==> config.mk <==
export PLATFORM = sky130hd
export DESIGN_NAME = irq_pc_sampling_watchdog
export DESIGN_NICKNAME = d
export VERILOG_FILES = /design/src/ipsw_pkg.sv /design/src/ipsw_front.sv /design/src/ipsw_fifo.sv /design/src/ipsw_back.sv /design/src/irq_pc_sampling_watchdog.sv
export SDC_FILE = /design/constraint.sdc
export NUM_CORES = 1
export LEC_CHECK = 0
export BUFFER_PORTS_ARGS = -buffer_cell sky130_fd_sc_hd__buf_2
export CORE_MARGIN = 4
export CORE_UTILIZATION = 49
export DETAILED_ROUTE_END_ITERATION = 7
export GPL_TIMING_DRIVEN = 1
export PLACE_DENSITY_LB_ADDON = 0.08
export SLEW_MARGIN = 20
export SYNTH_ARGS = -nofsm -noshare
export SYNTH_HDL_FRONTEND = slang
export SYNTH_HIERARCHICAL = 1
export SYNTH_SLANG_ARGS = --single-unit
==> constraint.sdc <==
create_clock -name i_clk -period 5.8 [get_ports i_clk]
set_input_delay 0.58 -clock i_clk [delete_from_list [all_inputs] [get_ports i_clk]]
set_output_delay 0.58 -clock i_clk [all_outputs]
set_load 0.02 [all_outputs]
==> src/ipsw_pkg.sv <==
// shared types and codes for the interrupt profiler with sampling watchdog
// no dependencies
`default_nettype none

package ipsw_pkg;

    localparam logic [1:0] ACT_IRQ   = 2'd0;
    localparam logic [1:0] ACT_CLEAR = 2'd1;
    localparam logic [1:0] ACT_READ  = 2'd2;
    localparam logic [1:0] ACT_NONE  = 2'd3;

    localparam logic [1:0] TACT_NONE  = 2'd0;
    localparam logic [1:0] TACT_REARM = 2'd1;
    localparam logic [1:0] TACT_SHUT  = 2'd2;
    localparam logic [1:0] TACT_FIRE  = 2'd3;

    localparam logic [1:0] CFG_MODE     = 2'd0;
    localparam logic [1:0] CFG_LIMIT    = 2'd1;
    localparam logic [1:0] CFG_INTERVAL = 2'd2;

    localparam logic [9:0] ID_SGI0     = 10'h000;
    localparam logic [9:0] ID_TIMER_A  = 10'd18;
    localparam logic [9:0] ID_TIMER_B  = 10'd19;
    localparam logic [9:0] ID_SPURIOUS = 10'h3ff;

    localparam logic [2:0] TCTL_RESET = 3'b111;

    typedef struct packed {
        logic [1:0]  kind;
        logic        is_sgi;
        logic        is_timer;
        logic        is_spur;
        logic [31:0] pc;
        logic [2:0]  tctl;
        logic [3:0]  ridx;
    } t_item;

    typedef struct packed {
        logic        mode;
        logic [31:0] limit;
        logic [31:0] interval;
    } t_cfg;

    typedef struct packed {
        logic [1:0]  timer_action;
        logic        send_eoi;
        logic [31:0] rearm_ticks;
        logic [31:0] total_count;
        logic [31:0] sgi_count;
        logic [31:0] timer_irq_count;
        logic [31:0] spurious_count;
        logic [31:0] other_count;
        logic [31:0] budget_used;
        logic        watchdog_fired;
        logic [31:0] ring_word;
        logic [2:0]  last_timer_ctrl;
    } t_result;

endpackage

`default_nettype wire

==> src/ipsw_front.sv <==
// front end: decodes the interrupt id and classifies each incoming item
// depends on ipsw_pkg
`default_nettype none

module ipsw_front (
    input  wire logic [1:0]     i_action,
    input  wire logic [31:0]    i_ack_word,
    input  wire logic [31:0]    i_sampled_pc,
    input  wire logic [2:0]     i_timer_ctrl,
    input  wire logic [3:0]     i_read_index,
    output ipsw_pkg::t_item     o_item
);

    logic [9:0] w_id;

    assign w_id = i_ack_word[9:0];

    always_comb begin
        o_item.kind     = i_action;
        o_item.is_sgi   = (w_id == ipsw_pkg::ID_SGI0);
        o_item.is_timer = (w_id == ipsw_pkg::ID_TIMER_A) || (w_id == ipsw_pkg::ID_TIMER_B);
        o_item.is_spur  = (w_id == ipsw_pkg::ID_SPURIOUS);
        o_item.pc       = i_sampled_pc;
        o_item.tctl     = i_timer_ctrl;
        o_item.ridx     = i_read_index;
    end

endmodule

`default_nettype wire

==> src/ipsw_fifo.sv <==
// two-entry queue between the front end and the execution back end
// depends on ipsw_pkg
`default_nettype none

module ipsw_fifo (
    input  wire logic           i_clk,
    input  wire logic           i_rst_n,
    input  wire logic           i_push,
    input  wire ipsw_pkg::t_item i_item,
    output logic                o_full,
    input  wire logic           i_pop,
    output logic                o_empty,
    output ipsw_pkg::t_item     o_item
);

    ipsw_pkg::t_item r_mem [2];
    logic            r_wp;
    logic            r_rp;
    logic [1:0]      r_count;
    logic [1:0]      n_count;

    assign o_full  = (r_count == 2'd2);
    assign o_empty = (r_count == 2'd0);
    assign o_item  = r_mem[r_rp];

    always_comb begin
        n_count = r_count;
        if (i_push && !i_pop) begin
            n_count = r_count + 2'd1;
        end else if (!i_push && i_pop) begin
            n_count = r_count - 2'd1;
        end
    end

    always_ff @(posedge i_clk) begin
        if (!i_rst_n) begin
            r_wp    <= 1'b0;
            r_rp    <= 1'b0;
            r_count <= 2'd0;
        end else begin
            r_count <= n_count;
            if (i_push) begin
                r_wp <= ~r_wp;
            end
            if (i_pop) begin
                r_rp <= ~r_rp;
            end
        end
    end

    always_ff @(posedge i_clk) begin
        if (i_push) begin
            r_mem[r_wp] <= i_item;
        end
    end

endmodule

`default_nettype wire

==> src/ipsw_back.sv <==
// back end: counters, pc ring, sampling budget and the result register
// depends on ipsw_pkg
`default_nettype none

module ipsw_back #(
    parameter int RING_DEPTH = 16
) (
    input  wire logic           i_clk,
    input  wire logic           i_rst_n,
    input  wire ipsw_pkg::t_cfg i_cfg,
    input  wire logic           i_empty,
    input  wire ipsw_pkg::t_item i_item,
    output logic                o_pop,
    output logic                o_valid,
    input  wire logic           i_ready,
    output ipsw_pkg::t_result   o_result
);

    localparam int RING_AW = $clog2(RING_DEPTH);
    localparam int CMP_W   = ((RING_AW > 4) ? RING_AW : 4) + 1;

    logic [31:0]        r_ring [RING_DEPTH];
    logic [31:0]        r_rd_data;
    logic               r_rd_ok;
    logic [RING_AW-1:0] r_slot;
    logic               r_full;
    logic [31:0]        r_total;
    logic [31:0]        r_sgi;
    logic [31:0]        r_timer;
    logic [31:0]        r_spur;
    logic [31:0]        r_other;
    logic [31:0]        r_budget;
    logic               r_fired;
    logic [2:0]         r_tctl;
    logic               r_valid;
    logic [1:0]         r_tact;
    logic               r_eoi;
    logic [31:0]        r_ticks;

    logic [31:0]        w_budget_inc;
    logic [CMP_W-1:0]   w_ridx;
    logic [CMP_W-1:0]   w_slot;
    logic [RING_AW-1:0] w_rd_addr;
    logic               w_rd_ok;
    logic               w_irq;
    logic               w_read;
    logic               w_clear;
    logic               w_wrap;

    assign o_pop   = !i_empty && (!r_valid || i_ready);
    assign w_irq   = o_pop && (i_item.kind == ipsw_pkg::ACT_IRQ);
    assign w_clear = o_pop && (i_item.kind == ipsw_pkg::ACT_CLEAR);
    assign w_read  = o_pop && (i_item.kind == ipsw_pkg::ACT_READ);

    assign w_budget_inc = r_budget + 32'd1;
    assign w_ridx       = CMP_W'(i_item.ridx);
    assign w_slot       = CMP_W'(r_slot);
    assign w_rd_addr    = w_ridx[RING_AW-1:0];
    assign w_rd_ok      = (w_ridx < CMP_W'(RING_DEPTH)) && (r_full || (w_ridx < w_slot));
    assign w_wrap       = (r_slot == RING_AW'(RING_DEPTH - 1));

    always_ff @(posedge i_clk) begin
        if (!i_rst_n) begin
            r_valid  <= 1'b0;
            r_slot   <= '0;
            r_full   <= 1'b0;
            r_total  <= '0;
            r_sgi    <= '0;
            r_timer  <= '0;
            r_spur   <= '0;
            r_other  <= '0;
            r_budget <= '0;
            r_fired  <= 1'b0;
            r_tctl   <= ipsw_pkg::TCTL_RESET;
            r_rd_ok  <= 1'b0;
        end else begin
            if (o_pop) begin
                r_valid <= 1'b1;
                r_rd_ok <= w_read && w_rd_ok;
            end else if (i_ready) begin
                r_valid <= 1'b0;
            end
            if (w_clear) begin
                r_slot   <= '0;
                r_full   <= 1'b0;
                r_total  <= '0;
                r_sgi    <= '0;
                r_timer  <= '0;
                r_spur   <= '0;
                r_other  <= '0;
                r_budget <= '0;
                r_fired  <= 1'b0;
                r_tctl   <= ipsw_pkg::TCTL_RESET;
            end else if (w_irq) begin
                r_total <= r_total + 32'd1;
                if (w_wrap || (r_total == 32'hffff_ffff)) begin
                    r_slot <= '0;
                end else begin
                    r_slot <= r_slot + RING_AW'(1);
                end
                if (w_wrap) begin
                    r_full <= 1'b1;
                end
                if (i_item.is_sgi) begin
                    r_sgi <= r_sgi + 32'd1;
                end else if (i_item.is_timer) begin
                    r_timer <= r_timer + 32'd1;
                    r_tctl  <= i_item.tctl;
                    if (i_cfg.mode) begin
                        r_budget <= w_budget_inc;
                        if (!(w_budget_inc < i_cfg.limit)) begin
                            r_fired <= 1'b1;
                        end
                    end
                end else if (i_item.is_spur) begin
                    r_spur <= r_spur + 32'd1;
                end else begin
                    r_other <= r_other + 32'd1;
                end
            end
        end
    end

    always_ff @(posedge i_clk) begin
        if (o_pop) begin
            r_tact  <= ipsw_pkg::TACT_NONE;
            r_ticks <= '0;
            r_eoi   <= w_irq && !i_item.is_spur;
            if (w_irq && i_item.is_timer) begin
                if (!i_cfg.mode) begin
                    r_tact <= ipsw_pkg::TACT_SHUT;
                end else if (w_budget_inc < i_cfg.limit) begin
                    r_tact  <= ipsw_pkg::TACT_REARM;
                    r_ticks <= i_cfg.interval;
                end else begin
                    r_tact <= ipsw_pkg::TACT_FIRE;
                end
            end
        end
    end

    // ring memory, one write port and one registered read port
    always_ff @(posedge i_clk) begin
        if (w_irq) begin
            r_ring[r_slot] <= i_item.pc;
        end
        if (w_read) begin
            r_rd_data <= r_ring[w_rd_addr];
        end
    end

    assign o_valid = r_valid;

    always_comb begin
        o_result.timer_action    = r_tact;
        o_result.send_eoi        = r_eoi;
        o_result.rearm_ticks     = r_ticks;
        o_result.total_count     = r_total;
        o_result.sgi_count       = r_sgi;
        o_result.timer_irq_count = r_timer;
        o_result.spurious_count  = r_spur;
        o_result.other_count     = r_other;
        o_result.budget_used     = r_budget;
        o_result.watchdog_fired  = r_fired;
        o_result.ring_word       = r_rd_ok ? r_rd_data : 32'd0;
        o_result.last_timer_ctrl = r_tctl;
    end

endmodule

`default_nettype wire

==> src/irq_pc_sampling_watchdog.sv <==
// interrupt profiler with pc sampling ring and sampling-budget watchdog
// top level; depends on ipsw_pkg, ipsw_front, ipsw_fifo, ipsw_back
`default_nettype none

// Takes one item per cycle while the output is not stalled and returns one
// result per item; each item passes the front queue register, then the back
// end result register. Counter and budget state is updated in the back end,
// so throughput is one item per clock unless the result channel stalls. The pc
// ring is a RING_DEPTH-entry memory with one write and one registered read
// port; entries not yet written since reset or clear read as zero through a
// fill count, so no clearing pass is needed on a clear.
// The config port is always ready; write it only when no item is in flight.
module irq_pc_sampling_watchdog #(
    parameter int RING_DEPTH = 16
) (
    input  wire logic           i_clk,
    input  wire logic           i_rst_n,
    input  wire logic           i_cfg_valid,
    output logic                o_cfg_ready,
    input  wire logic [1:0]     i_cfg_index,
    input  wire logic [31:0]    i_cfg_data,
    input  wire logic           i_s_tvalid,
    output logic                o_s_tready,
    // ack_word, sampled_pc, timer_ctrl, read_index, zero pad
    input  wire logic [71:0]    i_s_tdata,
    // action
    input  wire logic [1:0]     i_s_tuser,
    output logic                o_m_tvalid,
    input  wire logic           i_m_tready,
    // timer_action, send_eoi, rearm_ticks, total_count, sgi_count, timer_irq_count,
    // spurious_count, other_count, budget_used, watchdog_fired, ring_word,
    // last_timer_ctrl, zero pad
    output logic [263:0]        o_m_tdata
);

    ipsw_pkg::t_cfg    r_cfg;
    ipsw_pkg::t_item   w_front_item;
    ipsw_pkg::t_item   w_q_item;
    ipsw_pkg::t_result w_result;
    logic              w_full;
    logic              w_empty;
    logic              w_pop;
    logic              w_push;

    assign o_cfg_ready = 1'b1;

    always_ff @(posedge i_clk) begin
        if (!i_rst_n) begin
            r_cfg <= '0;
        end else if (i_cfg_valid) begin
            unique case (i_cfg_index)
                ipsw_pkg::CFG_MODE:     r_cfg.mode     <= i_cfg_data[0];
                ipsw_pkg::CFG_LIMIT:    r_cfg.limit    <= i_cfg_data;
                ipsw_pkg::CFG_INTERVAL: r_cfg.interval <= i_cfg_data;
                default: begin
                end
            endcase
        end
    end

    ipsw_front u_front (
        .i_action     (i_s_tuser),
        .i_ack_word   (i_s_tdata[31:0]),
        .i_sampled_pc (i_s_tdata[63:32]),
        .i_timer_ctrl (i_s_tdata[66:64]),
        .i_read_index (i_s_tdata[70:67]),
        .o_item       (w_front_item)
    );

    assign o_s_tready = !w_full;
    assign w_push     = i_s_tvalid && !w_full;

    ipsw_fifo u_fifo (
        .i_clk   (i_clk),
        .i_rst_n (i_rst_n),
        .i_push  (w_push),
        .i_item  (w_front_item),
        .o_full  (w_full),
        .i_pop   (w_pop),
        .o_empty (w_empty),
        .o_item  (w_q_item)
    );

    ipsw_back #(
        .RING_DEPTH (RING_DEPTH)
    ) u_back (
        .i_clk    (i_clk),
        .i_rst_n  (i_rst_n),
        .i_cfg    (r_cfg),
        .i_empty  (w_empty),
        .i_item   (w_q_item),
        .o_pop    (w_pop),
        .o_valid  (o_m_tvalid),
        .i_ready  (i_m_tready),
        .o_result (w_result)
    );

    assign o_m_tdata = {1'b0,
                        w_result.last_timer_ctrl,
                        w_result.ring_word,
                        w_result.watchdog_fired,
                        w_result.budget_used,
                        w_result.other_count,
                        w_result.spurious_count,
                        w_result.timer_irq_count,
                        w_result.sgi_count,
                        w_result.total_count,
                        w_result.rearm_ticks,
                        w_result.send_eoi,
                        w_result.timer_action};

endmodule

`default_nettype wire

Word-level counts from Yosys, hierarchy flattened

Memory sizes are Yosys's and may differ from the RTL's. A register that Yosys moved wholly into a read port is not among the register bits.
Index checks and enable logic that the tools add are counted.

Register bits after elaboration: 307
Latch bits: 0
Bits in writable memories: 600
ROM bits: 0
Input port bits: 113
Output and inout port bits: 267
Word-level logic and storage cells: 107
Memories kept: 2

$add $sub $neg: 9
$mul: 0
Div/mod/pow operators: 0
Order comparisons: 3
Equality and inequality tests: 10
Shift-type cells: 0
Mux-type cells: 14
Bitwise logic cells: 7
Reductions and logical operators: 40

Memories:

| name          | depth | bits a word | rd ports | clocked after Yosys merged registers in | write ports | RTL line        | text |
|---|---|---|---|---|---|---|---|
| u_back.r_ring | 16    | 32          | 1        | 1                                       | 1           | ipsw_back.sv:22 | `logic [31:0] r_ring [RING_DEPTH];` |
| u_fifo.r_mem  | 2     | 44          | 1        | 1                                       | 1           | ipsw_fifo.sv:16 | `ipsw_pkg::t_item r_mem [2];` |

Operators with widths:

| operator                                                             | count |
|---|---|
| 32-bit by 1-bit adder with 32-bit output, second input constant      | 6 |
| 32-bit == test, second input constant                                | 1 |
| 32-bit < comparator                                                  | 1 |
| 32-bit two-way mux                                                   | 1 |
| 10-bit by 5-bit == test with 1-bit output, second input constant     | 2 |
| 2-bit AND reduction                                                  | 6 |
| 4-bit AND reduction                                                  | 3 |
| 1-bit logical AND                                                    | 11 |
| 10-bit == test, second input constant                                | 1 |
| 10-bit logical NOT                                                   | 1 |
| 1-bit two-way mux                                                    | 8 |
| 2-bit two-way mux                                                    | 4 |
| 1-bit inverter                                                       | 7 |
| 2-bit == test, second input constant                                 | 3 |
| 1-bit logical NOT                                                    | 6 |
| 2-bit logical NOT                                                    | 3 |
| 3-bit AND reduction                                                  | 2 |
| 4-bit by 5-bit < comparator with 1-bit output, second input constant | 1 |
| 5-bit AND reduction                                                  | 1 |
| 4-bit by 1-bit adder with 4-bit output, second input constant        | 1 |
| 2-bit by 1-bit == test with 1-bit output, second input constant      | 2 |
| 4-bit == test, second input constant                                 | 1 |
| 1-bit logical OR                                                     | 4 |
| 4-bit < comparator                                                   | 1 |
| 5 further kinds                                                      | 6 |

Depth between registers and ports, before layout

Depth after elaboration: 7
Gate-level depth with buffers: 15
Depth with buffers taken out: 12

Cells and area by module

The synthesis kept the hierarchy.

By module, submodules not included:

| module                   | times used | cells an instance | area an instance (µm²) | seq. area each (µm²) |
|---|---|---|---|---|
| ipsw_back                | 1          | 2111              | 32068.3                | 21450.6 |
| ipsw_fifo                | 1          | 159               | 3392.0                 | 2742.6 |
| irq_pc_sampling_watchdog | 1          | 255               | 2536.2                 | 1301.2 |
| ipsw_front               | 1          | 50                | 362.8                  | 0.0 |

Worst setup path before layout

Ideal clock, no wire load.

Path type: register to register
Start point: reg (tool-made name)
End point: reg u_back.r_rd_ok
Arrival time: 4.820 ns
Required time: 5.723 ns
Setup slack: 0.903 ns
Cell stages (with the launch flop): 7
Period minus slack after synthesis: 4.897 ns
Cells stage by stage: dfxtp_1 -> buf_2 -> buf_4 -> mux2_2 -> nor4_1 -> o21ai_0 -> a21oi_1

RTL lines:

| item                 | RTL line        | text |
|---|---|---|
| to (signal assigned) | ipsw_back.sv:79 | `r_rd_ok <= w_read && w_rd_ok;` |
| to (decl)            | ipsw_back.sv:24 | `logic r_rd_ok;` |

Worst setup path after layout

Start point: reg u_back.r_budget[8]
End point: reg u_back.r_ticks[5] (data pin)

Word-level cells in the longest chain between the ends: 3

Ends and longest elaborated chain:

| item                                     | RTL line         | text |
|---|---|---|
| from (decl)                              | ipsw_back.sv:32  | `logic [31:0] r_budget;` |
| from (signal assigned)                   | ipsw_back.sv:110 | `r_budget <= w_budget_inc;` |
| 32-bit by 1-bit adder with 32-bit output | ipsw_back.sv:55  | `assign w_budget_inc = r_budget + 32'd1;` |
| via u_back.w_budget_inc[19]              | ipsw_back.sv:40  | `logic [31:0] w_budget_inc;` |
| 32-bit < comparator                      | ipsw_back.sv:132 | `end else if (w_budget_inc < i_cfg.limit) begin` |
| 3-bit AND reduction (no source line)     | n/a              |  |
| to (signal assigned)                     | ipsw_back.sv:134 | `r_ticks <= i_cfg.interval;` |
| to (decl)                                | ipsw_back.sv:38  | `logic [31:0] r_ticks;` |

The timed path passes the listed nets, and every way through them passes these cells.
A chain may end at the register's enable or synchronous reset.

==> flow_summary.ini <==
[layout]
fillers = 6241
drive_gt1_share_pct = 26.8
layout_commonest_cell = edfxtp_1
instances_no_fill = 4040
final_cell_mix = 667 x edfxtp_1, 353 x buf_2, 272 x dfxtp_1
finish.net_count = 3072
area_delta_synth_final_pct = 15.3

[sta]
hold_violations = 0
worst_hold_slack_ns = 0.123
min_period_ns = 3.89
slew_viol_final = 0
fin_worst_skew_ns = 0.0167
fin_crit_sh_pct = 67.1
worst_pin_slew_ns = 1.00
maxSlewHeadroom_pct = 33.0
tns_ns = 0
max_freq_ghz = 0.257
rsz0062_at_grt = no
finalSetupViolCount = 0

[placement]
dp_hpwl_mm = 56.0
gp_congestion = 0.865
dp.cells = 3855
portBuffers = 354

[drt]
drtIter0Drc = 1623
wl_per_cell_um = 22.3
dr_wl_met3_mm = 5.33
dr.pass1.iters = 5
vias_per_cell = 5.46
drt-total-wl_mm = 90.0
antenna_left = 0
top_layer = met5
wl_met1_mm = 37.1
drc = 0
vias = 22100
dr_wl_met2_mm = 44.8

[worst_setup_path]
cp-start-kind = register
critPathMaxFanout = 32
crit_slowest_cell = nor4_1
slowest_delay_ns = 0.70
cp-end-kind = register
crit_required_ns = 6.30
arrival_ns = 4.39
crit_chain = and4_1 -> nand3_2 -> nor4_1 -> nand2_1 -> xnor2_1 -> ha_1 -> a21oi_1 -> o21ai_0 -> a221oi_1 -> nand3_1 -> a211oi_2 -> buf_4 -> and2_1
critPathKind = reg -> reg

[synth]
synthSimpleGateAreaFrac_pct = 10.7
ys_ff_latch = 940
synthAdderAreaFrac_pct = 1.47
synth_area_leader_cell = edfxtp_1
synth-compound-area-share_pct = 1.44
mappedNetlistNets = 2733
synth_top_family_by_area = multiplexers
ys_warn_count = 6
synth_edf_count = 667
synth_top_cell_area_share_pct = 52.2
yosys-top-cells-area = edfxtp_1 52%, dfxtp_1 14%, mux4_2 9.4%
yosys.area_share.xor_xnor_pct = 4.50
ys_seq_area_share_pct = 66.5
syn_area_um2 = 38400
synthCells = 2575
synthMuxAreaShare_pct = 12.4
avgSynthCellArea_um2 = 14.9
synth.distinct_cells = 65
synth_async_sr_flop_share_pct = 0
ys.flop_type = edfxtp_1

[global_route]
grt_max_degree = 193
grt_pass1_vias = 22300
antenna_found_initial = 11
grt_pass1_wl_mm = 135
grtUsageTotal_pct = 21.4
grt-ovfl-total = 0

[clock_tree]
cts_htree_levels = 3
post_cts_resized = 0
cts_tree = yes
cts_setup_buffers = 0
cts_buffers = 97
clk_latency_ns = 0.64
cts.path.max_buffers = 3
cts_hold_buf = 0
cts.clk_slew.worst_paths_ns = 0.06
clockRootBuffer = clkbuf_16
clock-sinks = 940

[outcome]
status = complete, no violations

[pwr]
p_per_area_nw_per_um2 = 382
power_leakage_nw = 15.8
max-vdd-ir-drop_uv = 195
power_mw = 16.9

[floorplan]
io_pins = 380
coreArea_um2 = 77500
core.rowCount = 102
start_util_pct = 49.5
fp.dieW_um = 288
die_area_um2 = 82800
die-height_um = 288

[min_path]
holdCritPathClass = in -> reg

[flow_run]
drv_cap = 0
cells by family (layout without fill, tap and decap cells):
logic type | count (synthesis) | after routing
AND/OR/NAND/NOR | 804 | 804
buffers and inverters | 217 | 636
XOR/XNOR | 197 | 197
multiplexers | 271 | 271
other | 2 | 8
AO/OA/AOI/OAI | 99 | 99
adder cells (fa/ha/maj) | 45 | 45
flip-flops | 940 | 940
final cells by class:
cell class / instances / area, µm² / share of cell area, %
clock inverter: 52 / 601 / 1.36
tap: 1040 / 1300 / 2.94
multi-input combinational: 1418 / 11900 / 26.8
clock buffer: 127 / 2610 / 5.90
sequential: 940 / 25500 / 57.6
antenna: 6 / 15.0 / 0.0339
timing repair buffer: 399 / 2140 / 4.83
inverter: 58 / 218 / 0.492
flip-flops by register name, indices dropped and copies added (netlist names), 2 cells and up, named ones only:
| register | count |
|---|---|
| r_cfg | 65 |
| u_back/r_budget | 32 |
| u_back/r_other | 32 |
| u_back/r_rd_data | 32 |
| u_back/r_ring | 512 |
| u_back/r_sgi | 32 |
| u_back/r_slot | 4 |
| u_back/r_spur | 32 |
| u_back/r_tact | 2 |
| u_back/r_tctl | 3 |
| u_back/r_ticks | 32 |
| u_back/r_timer | 32 |
| u_back/r_total | 32 |
| u_fifo/r_count | 2 |
| u_fifo/r_mem | 88 |
power by group:
part	internal, mW	total, mW	switching [mW]
registers	7.91	8.04	0.124
logic	1.04	2.60	1.56
clock network	3.71	6.28	2.57
total	12.7	16.9	4.25
cells in the mapped netlist (7+ instances only):
| library cell | n |
|---|---|
| nand4_1 | 55 |
| ha_1 | 45 |
| and3_1 | 34 |
| o21ai_0 | 38 |
| buf_2 | 51 |
| nor4_1 | 7 |
| a21oi_1 | 44 |
| or3_1 | 32 |
| mux2_2 | 44 |
| nand3_1 | 77 |
| clkbuf_1 | 47 |
| inv_1 | 58 |
| and2_1 | 75 |
| mux4_2 | 160 |
| edfxtp_1 | 667 |
| xnor2_1 | 95 |
| buf_4 | 51 |
| mux2i_1 | 67 |
| nor2_1 | 215 |
| nand2_1 | 194 |
| dfxtp_1 | 273 |
| xor2_1 | 102 |
| and4_1 | 22 |
| nor3_1 | 48 |
critical path: cells and delay by family (launching register included):
kind                       cells  cell delay [ns]
and+or+nand+nor                6             1.62
xor gates and xnor gates       1             0.23
buffers and inverters          1             0.32
AOI/OAI and AO/OA              4             0.80
DFF                            1             0.47
adders and majority gates      1             0.29
worst paths after layout:
kind / start / to / slack (ns) / depth (start not counted)
setup reg to reg: u_back/r_budget[8]$_SDFFE_PP0P_ / u_back/r_ticks[5]$_SDFFCE_PN0P_ / 1.91 / 13
hold / removal: i_s_tuser[0] / u_fifo/r_mem[0][42]$_DFFE_PP_ / 0.12 / 1
setup / recovery: u_back/r_budget[8]$_SDFFE_PP0P_ / u_back/r_ticks[5]$_SDFFCE_PN0P_ / 1.91 / 13
hold reg to reg: r_cfg[18]$_SDFFE_PN0P_ / r_cfg[18]$_SDFFE_PN0P_ / 0.45 / 2
metrics by stage:
stage	util, %	cell area, µm²	setup slack, ns
floorplan	-	38400	0.903
global placement	53.0	41000	2.00
detailed placement	53.0	41000	2.02
CTS	57.1	44200	1.99
global route	57.1	44200	1.61
finish	57.1	44200	1.91
metal layers:
metal	vias to the layer above	GRT usage, %
met1	11100	28.0
met4	6	6.78
li1	10200	-
met2	603	36.2
met3	155	4.50
met5	-	0
Note: power is estimated with default switching activity, not from simulation.
